File: config.mk
export PLATFORM = sky130hd
export DESIGN_NAME = playfair_digraph_cipher_top
export DESIGN_NICKNAME = d
export VERILOG_FILES = /design/src/design/pfc_pkg.sv /design/src/design/pfc_ram.sv /design/src/design/playfair_digraph_cipher_top.sv
export SDC_FILE = /design/constraint.sdc
export NUM_CORES = 1
export LEC_CHECK = 0
export ABC_AREA = 1
export BUFFER_PORTS_ARGS = -buffer_cell sky130_fd_sc_hd__buf_2
export CAP_MARGIN = 20
export CORE_ASPECT_RATIO = 0.6
export CORE_MARGIN = 1.5
export CORE_UTILIZATION = 32
export DETAILED_ROUTE_END_ITERATION = 7
export HOLD_SLACK_MARGIN = 0.06
export PLACE_DENSITY = 0.49
export SLEW_MARGIN = 40
export SYNTH_ARGS = -nofsm -noshare
export SYNTH_HDL_FRONTEND = slang
export SYNTH_SLANG_ARGS = --single-unit
File: constraint.sdc
create_clock -name clk -period 3.73 [get_ports clk]
set_input_delay 0.373 -clock clk [delete_from_list [all_inputs] [get_ports clk]]
set_output_delay 0.373 -clock clk [all_outputs]
set_load 0.05 [all_outputs]
File: src/design/pfc_pkg.sv
package pfc_pkg;

  localparam int Side  = 5;
  localparam int Cells = 25;
  localparam int Alpha = 26;

  localparam logic [4:0] LETTER_I = 5'd8;
  localparam logic [4:0] LETTER_J = 5'd9;
  localparam logic [4:0] LETTER_Z = 5'd25;

  localparam logic [2:0] ACT_CLEAR   = 3'd0;
  localparam logic [2:0] ACT_KEY     = 3'd1;
  localparam logic [2:0] ACT_FINISH  = 3'd2;
  localparam logic [2:0] ACT_ENCRYPT = 3'd3;
  localparam logic [2:0] ACT_DECRYPT = 3'd4;

  typedef struct packed {
    logic [2:0] action;
    logic [4:0] letter_a;
    logic [4:0] letter_b;
  } in_word_t;

  typedef struct packed {
    logic [4:0] out_a;
    logic [4:0] out_b;
    logic       status;
  } out_word_t;

  // square position kept as {row, col}
  typedef struct packed {
    logic [2:0] row;
    logic [2:0] col;
  } sq_pos_t;

  // saturate above z, fold j onto i
  function automatic logic [4:0] norm_letter(input logic [4:0] v);
    logic [4:0] c;
    c = (v > LETTER_Z) ? LETTER_Z : v;
    if (c == LETTER_J) c = LETTER_I;
    return c;
  endfunction

  // linear cell index to row and column
  function automatic sq_pos_t pos_of(input logic [4:0] idx);
    sq_pos_t p;
    logic [4:0] base;
    if (idx >= 5'd20) begin
      p.row = 3'd4;
    end else if (idx >= 5'd15) begin
      p.row = 3'd3;
    end else if (idx >= 5'd10) begin
      p.row = 3'd2;
    end else if (idx >= 5'd5) begin
      p.row = 3'd1;
    end else begin
      p.row = 3'd0;
    end
    base  = 5'(5'(p.row) * 5'(Side));
    p.col = 3'(idx - base);
    return p;
  endfunction

  function automatic logic [4:0] cell_idx(input logic [2:0] r, input logic [2:0] c);
    return 5'(5'(r) * 5'(Side) + 5'(c));
  endfunction

  // wrap by one step forward or back
  function automatic logic [2:0] wrap_step(input logic [2:0] v, input logic back);
    logic [2:0] res;
    if (back) begin
      res = (v == 3'd0) ? 3'(Side - 1) : 3'(v - 3'd1);
    end else begin
      res = (v == 3'(Side - 1)) ? 3'd0 : 3'(v + 3'd1);
    end
    return res;
  endfunction

endpackage

File: src/design/pfc_ram.sv
module pfc_ram #(
  parameter int WIDTH = 8,
  parameter int DEPTH = 32
) (
  input  logic                     clk,
  input  logic                     we,
  input  logic [$clog2(DEPTH)-1:0] waddr,
  input  logic [WIDTH-1:0]         wdata,
  input  logic [$clog2(DEPTH)-1:0] raddr,
  output logic [WIDTH-1:0]         rdata
);

  logic [WIDTH-1:0] mem [DEPTH];

  always_ff @(posedge clk) begin
    if (we) mem[waddr] <= wdata;
    rdata <= mem[raddr];
  end

endmodule

File: src/design/playfair_digraph_cipher_top.sv
// Playfair cipher on a 5x5 key square. A command word is taken when start is high and
// busy is low; every command gives exactly one result word, shown on out_data for one
// cycle with out_valid high, and the receiver cannot stall it. Clear, key letter, an
// unused action code, a finish on a ready square and a pair refused because the square
// is not finished give their result in the cycle after acceptance, and the next command
// may be taken in that same cycle. An encrypt or decrypt pair keeps busy high in S_POS_B,
// S_CELL_A, S_CELL_B and S_DONE, and its result is registered from S_DONE: the position
// memory and the square memory have one read port each, so the two position reads and
// the two letter reads run one a cycle. A finish on an unfinished square walks the
// alphabet one letter a cycle. Letters above z read as z and j reads as i on every input.
module playfair_digraph_cipher_top (
  input  logic              clk,
  input  logic              rst_n,
  input  logic              start,
  output logic              busy,
  input  pfc_pkg::in_word_t  in_data,
  output logic              out_valid,
  output pfc_pkg::out_word_t out_data
);

  import pfc_pkg::*;

  typedef enum logic [2:0] {
    S_IDLE,
    S_FILL,
    S_POS_B,
    S_CELL_A,
    S_CELL_B,
    S_DONE
  } state_t;

  state_t    state_r, state_nxt;
  logic [25:0] used_r, used_nxt;       // letter already placed
  logic [4:0]  fill_r, fill_nxt;       // cells filled so far
  logic        ready_r, ready_nxt;     // square complete
  logic [4:0]  fctr_r, fctr_nxt;       // alphabet walk for finish
  logic [4:0]  a_r, a_nxt;
  logic [4:0]  b_r, b_nxt;
  logic        dec_r, dec_nxt;
  sq_pos_t     posa_r, posa_nxt;
  logic [4:0]  n2_r, n2_nxt;
  logic [4:0]  ra_r, ra_nxt;
  logic        out_valid_r, out_valid_nxt;
  out_word_t   out_word_r, out_word_nxt;

  // memory ports
  logic       sq_we, pos_we;
  logic [4:0] sq_raddr, pos_raddr;
  logic [4:0] sq_rdata;
  sq_pos_t    pos_rdata;
  sq_pos_t    pos_wdata;

  // shared letter placement
  logic       place_en;
  logic [4:0] place_c;

  logic       accept;
  logic [4:0] na, nb;
  sq_pos_t    pb;
  logic [2:0] r1, c1, r2, c2;
  logic [4:0] n1, n2;

  assign busy      = (state_r != S_IDLE);
  assign accept    = start && !busy;
  assign out_valid = out_valid_r;
  assign out_data  = out_word_r;
  assign na        = norm_letter(in_data.letter_a);
  assign nb        = norm_letter(in_data.letter_b);
  assign pos_wdata = pos_of(fill_r);

  // pair rule from the two positions
  always_comb begin
    pb = pos_rdata;
    r1 = posa_r.row;
    c1 = posa_r.col;
    r2 = pb.row;
    c2 = pb.col;
    if (c1 == c2) begin
      // same column (also a repeated letter): move down, up on decryption
      n1 = cell_idx(wrap_step(r1, dec_r), c1);
      n2 = cell_idx(wrap_step(r2, dec_r), c2);
    end else if (r1 == r2) begin
      // same row: move right, left on decryption
      n1 = cell_idx(r1, wrap_step(c1, dec_r));
      n2 = cell_idx(r2, wrap_step(c2, dec_r));
    end else begin
      // rectangle: swap columns
      n1 = cell_idx(r1, c2);
      n2 = cell_idx(r2, c1);
    end
  end

  always_comb begin
    state_nxt     = state_r;
    used_nxt      = used_r;
    fill_nxt      = fill_r;
    ready_nxt     = ready_r;
    fctr_nxt      = fctr_r;
    a_nxt         = a_r;
    b_nxt         = b_r;
    dec_nxt       = dec_r;
    posa_nxt      = posa_r;
    n2_nxt        = n2_r;
    ra_nxt        = ra_r;
    out_valid_nxt = 1'b0;
    out_word_nxt  = out_word_r;
    sq_we         = 1'b0;
    pos_we        = 1'b0;
    sq_raddr      = n1;
    pos_raddr     = b_r;
    place_en      = 1'b0;
    place_c       = fctr_r;

    unique case (state_r)
      S_IDLE: begin
        pos_raddr = na;
        if (accept) begin
          a_nxt   = na;
          b_nxt   = nb;
          dec_nxt = (in_data.action == ACT_DECRYPT);
          out_word_nxt = '0;
          unique case (in_data.action) inside
            ACT_CLEAR: begin
              used_nxt      = '0;
              fill_nxt      = '0;
              ready_nxt     = 1'b0;
              out_valid_nxt = 1'b1;
            end
            ACT_KEY: begin
              // ignored once the square is ready
              place_en      = !ready_r;
              place_c       = na;
              out_valid_nxt = 1'b1;
            end
            ACT_FINISH: begin
              if (ready_r) begin
                out_valid_nxt = 1'b1;
              end else begin
                fctr_nxt  = '0;
                state_nxt = S_FILL;
              end
            end
            ACT_ENCRYPT, ACT_DECRYPT: begin
              if (!ready_r) begin
                // pair refused
                out_word_nxt.status = 1'b1;
                out_valid_nxt       = 1'b1;
              end else begin
                // position of first letter is being read
                state_nxt = S_POS_B;
              end
            end
            default: begin
              out_valid_nxt = 1'b1;
            end
          endcase
        end
      end
      S_FILL: begin
        if (fctr_r == 5'(Alpha - 1)) begin
          // last step places z, then the square is ready
          place_en      = 1'b1;
          ready_nxt     = 1'b1;
          out_word_nxt  = '0;
          out_valid_nxt = 1'b1;
          state_nxt     = S_IDLE;
        end else begin
          place_en = (fctr_r != LETTER_J);
          fctr_nxt = 5'(fctr_r + 5'd1);
        end
      end
      S_POS_B: begin
        posa_nxt  = pos_rdata;
        pos_raddr = b_r;
        state_nxt = S_CELL_A;
      end
      S_CELL_A: begin
        sq_raddr  = n1;
        n2_nxt    = n2;
        state_nxt = S_CELL_B;
      end
      S_CELL_B: begin
        ra_nxt    = sq_rdata;
        sq_raddr  = n2_r;
        state_nxt = S_DONE;
      end
      S_DONE: begin
        out_word_nxt.out_a  = ra_r;
        out_word_nxt.out_b  = sq_rdata;
        out_word_nxt.status = 1'b0;
        out_valid_nxt       = 1'b1;
        state_nxt           = S_IDLE;
      end
      default: begin
        state_nxt = S_IDLE;
      end
    endcase

    // place a letter at the next free cell if new and room is left
    if (place_en && (fill_r < 5'(Cells)) && !used_r[place_c]) begin
      used_nxt[place_c] = 1'b1;
      sq_we             = 1'b1;
      pos_we            = 1'b1;
      fill_nxt          = 5'(fill_r + 5'd1);
    end
  end

  always_ff @(posedge clk) begin
    if (!rst_n) begin
      state_r     <= S_IDLE;
      used_r      <= '0;
      fill_r      <= '0;
      ready_r     <= 1'b0;
      fctr_r      <= '0;
      out_valid_r <= 1'b0;
    end else begin
      state_r     <= state_nxt;
      used_r      <= used_nxt;
      fill_r      <= fill_nxt;
      ready_r     <= ready_nxt;
      fctr_r      <= fctr_nxt;
      out_valid_r <= out_valid_nxt;
    end
    a_r        <= a_nxt;
    b_r        <= b_nxt;
    dec_r      <= dec_nxt;
    posa_r     <= posa_nxt;
    n2_r       <= n2_nxt;
    ra_r       <= ra_nxt;
    out_word_r <= out_word_nxt;
  end

  // letter at each cell
  pfc_ram #(
    .WIDTH (5),
    .DEPTH (Cells)
  ) u_square (
    .clk   (clk),
    .we    (sq_we),
    .waddr (fill_r),
    .wdata (place_c),
    .raddr (sq_raddr),
    .rdata (sq_rdata)
  );

  // {row, col} of each placed letter
  pfc_ram #(
    .WIDTH (6),
    .DEPTH (Alpha)
  ) u_position (
    .clk   (clk),
    .we    (pos_we),
    .waddr (place_c),
    .wdata (pos_wdata),
    .raddr (pos_raddr),
    .rdata (pos_rdata)
  );

endmodule
==> results.cfg <==
[synthesis]
avgSynthCellArea_um2 = 9.90
syn_nets = 1835
syn-instance-count = 1764
synth-main-ff-cell = edfxtp_1
ys_seq_area_share_pct = 60.0
synth_edf_count = 314
synth_cell_types = 51
synth_warnings = 0
netlist_area_um2 = 17500
ys_async_sr_fraction_pct = 0
ys_seq_elements = 366

[routing]
drt_iter0_markers = 1239
routedWlPerCell_um = 18.9
final_antenna_net_count = 0
drtPass1Iterations = 7
wl_um = 48500
via_per_inst = 5.04
drcViolationCount = 0
vias = 12934

[place]
pre_cts_slack_ps = -70.8
io_buffers = 28
gp_routability_congestion = 0.903
post-dp-hpwl_um = 33000

[clocking]
cts_buffer_depth = 3
cts_hold_buf = 0
insertion_delay_ps = 550
path_clk_slew_ps = 60
cts_tree = built
cts.sinks = 366
cts_made_buffers = 39
cts_root_buffer = clkbuf_16
htreeDepth = 2

[min_path]
hold_path_class = input port to flip-flop
holdPathStages = 1
hold_path_end = b_r[4]
hp-start = in_data[4]

[global_route]
grt_pass1_wl_um = 74300
overflow = 0
grt_max_degree = 79
grt_use_total_pct = 17.4
antenna_found_initial = 1
grt_pass1_vias = 12282

[cells_and_area]
drive_gt1_share_pct = 10.9
area_delta_synth_final_pct = 15.0
layout_commonest_cell = edfxtp_1
nNetsFinal = 1891
final_cell_mix = edfxtp_1 (314), nand2_1 (292), nand3_1 (220)
post-route-util_pct = 37.2

[floorplanning]
core_area_um2 = 54000
start_util_pct = 32.3
dieArea_um2 = 56000
ios = 29
rows = 66
fp.dieW_um = 305
die_h_um = 184

[sta]
slew_viol_final = 0
slew_headroom_pct = 46.1
max_freq_mhz = 293
tightest_slew_ps = 806
fin_skew_ps = 25.6
whs_ps = 107
fin_crit_sh_pct = 91.7
layout_setup_ws_ps = 311
hold_viol = 0
period_needed_ps = 3420
finalSetupViolCount = 0

[setup_path]
reg2regPathDepth = 18
rr_endpoint = u_square.rdata[4]
end_kind = flip-flop
crit_type = flip-flop to flip-flop
crit_fanout = 15
rrSetupSlack_ps = 310
required_ps = 4170
arrival_ps = 3860
r2r-start = r1[1]
start_kind = flip-flop

[power_and_ir_drop]
power-per-cell-area_nw_per_um2 = 673
p_leak_uw = 0.00778
vdd_drop_max_mv = 0.326

[outcome]
outcome = completed

[run]
max_cap_viol_count = 0
==> worst max-delay path by stage <==
stage	from	endpoint	depth (start not counted)
after floorplan	fill_r[1]	u_position.mem[0][2]	13
after global placement	r1[1]	u_square.rdata[1]	17
after detailed placement	r1[1]	u_square.rdata[3]	17
after CTS	r1[1]	u_square.rdata[0]	17
after global routing	c1[0]	u_square.rdata[0]	21
final	r1[1]	u_square.rdata[4]	18
==> cells by family (layout without fill, tap and decap cells) <==
group | Yosys count | count (layout) | synth area share [%]
AO/OA/AOI/OAI | 241 | 241 | 7.88
other | 0 | 2 | 0
multiplexers | 1 | 1 | 0.0573
flip-flops | 366 | 366 | 60.0
buffers and inverters | 261 | 348 | 5.79
adder cells (fa/ha/maj) | 55 | 55 | 4.16
XOR/XNOR | 23 | 23 | 1.15
AND/OR/NAND/NOR | 817 | 817 | 21.0
==> worst max-delay path, stage by stage, from the launching register on <==
cell	delay [ps]
edfxtp_1	340
inv_1	80
ha_1	240
ha_1	210
nor2_2	130
nor2_1	60
nor2_1	180
ha_1	270
ha_1	320
fa_1	500
nand2_1	80
nand3_1	80
o21ai_2	120
buf_6	220
nand3_1	220
nand3_1	130
nand2_1	50
nand2_1	70
nand2_1	50
==> cell usage after synthesis, drive strengths merged (2+ instances only) <==
cell      n  area share (%)
nor2    226             5.1
o21a      2           0.086
xnor2    14            0.70
buf      17            0.54
nand4     6            0.22
inv     179             3.8
o21ai   132             3.9
xor2      9            0.45
clkbuf   60             1.3
nand3b   42             1.8
o211ai   35             1.5
a31oi     2           0.072
dfxtp    52             6.0
nor3     13            0.46
a211oi    3            0.13
o22ai     4            0.14
nor3b     2           0.086
nand2   301             6.7
edfxtp  314              54
fa        5            0.57
clkinv    5            0.11
nand3   222             6.5
ha       50             3.6
or2       5            0.18
a21oi    54             1.5
==> what timing repair did <==
item                       in CTS  in global routing
setup buffers                   0                  5
gates resized for setup         1                 16
hold endpoints to repair        0                  0
setup endpoints to repair       5                  7
==> stage by stage <==
stage	cell area [um2]	total power, uW	setup TNS (ps)	instances
floorplan	17500	7880	0	1764
global placement	18700	9470	0	2488
detailed placement	18700	9480	-317	2488
CTS	20000	13500	0	2560
global route	20100	14300	-12.2	2566
finish	20100	13500	0	2567
==> layer usage <==
layer	part of all wire, %	up-vias	global-route usage, %
li1	-	6162	-
met1	51	6309	27.1
met2	40	413	24.1
met3	8.1	50	3.85
met4	1.3	0	3.60
met5	0	-	0
==> sequential cells by signal, summed over array words and instances, names as in the netlist, 5 cells and up <==
signal / count
u_position.mem: 156
u_square.mem: 125
used_r: 26
out_data: 11
u_position.rdata: 6
b_r: 5
fctr_r: 5
fill_r: 5
n2_r: 5
ra_r: 5
u_square.rdata: 5
==> final cells by class <==
type / instances / area (um2)
multi-input cells: 1137 / 6050
clock inverters: 25 / 258
flip-flops and latches: 366 / 10500
well taps: 714 / 893
clock buffers: 47 / 1030
fillers: 5400 / 33900
inverters: 184 / 698
repair buffers: 92 / 669
diodes: 2 / 5.00
==> power breakdown <==
group	switching [uW]	internal [uW]	total, uW
clock network	1640	2320	3960
logic	3210	1530	4740
registers	154	4660	4810
total	5000	8510	13500
Power figures use the tool's default switching activity.
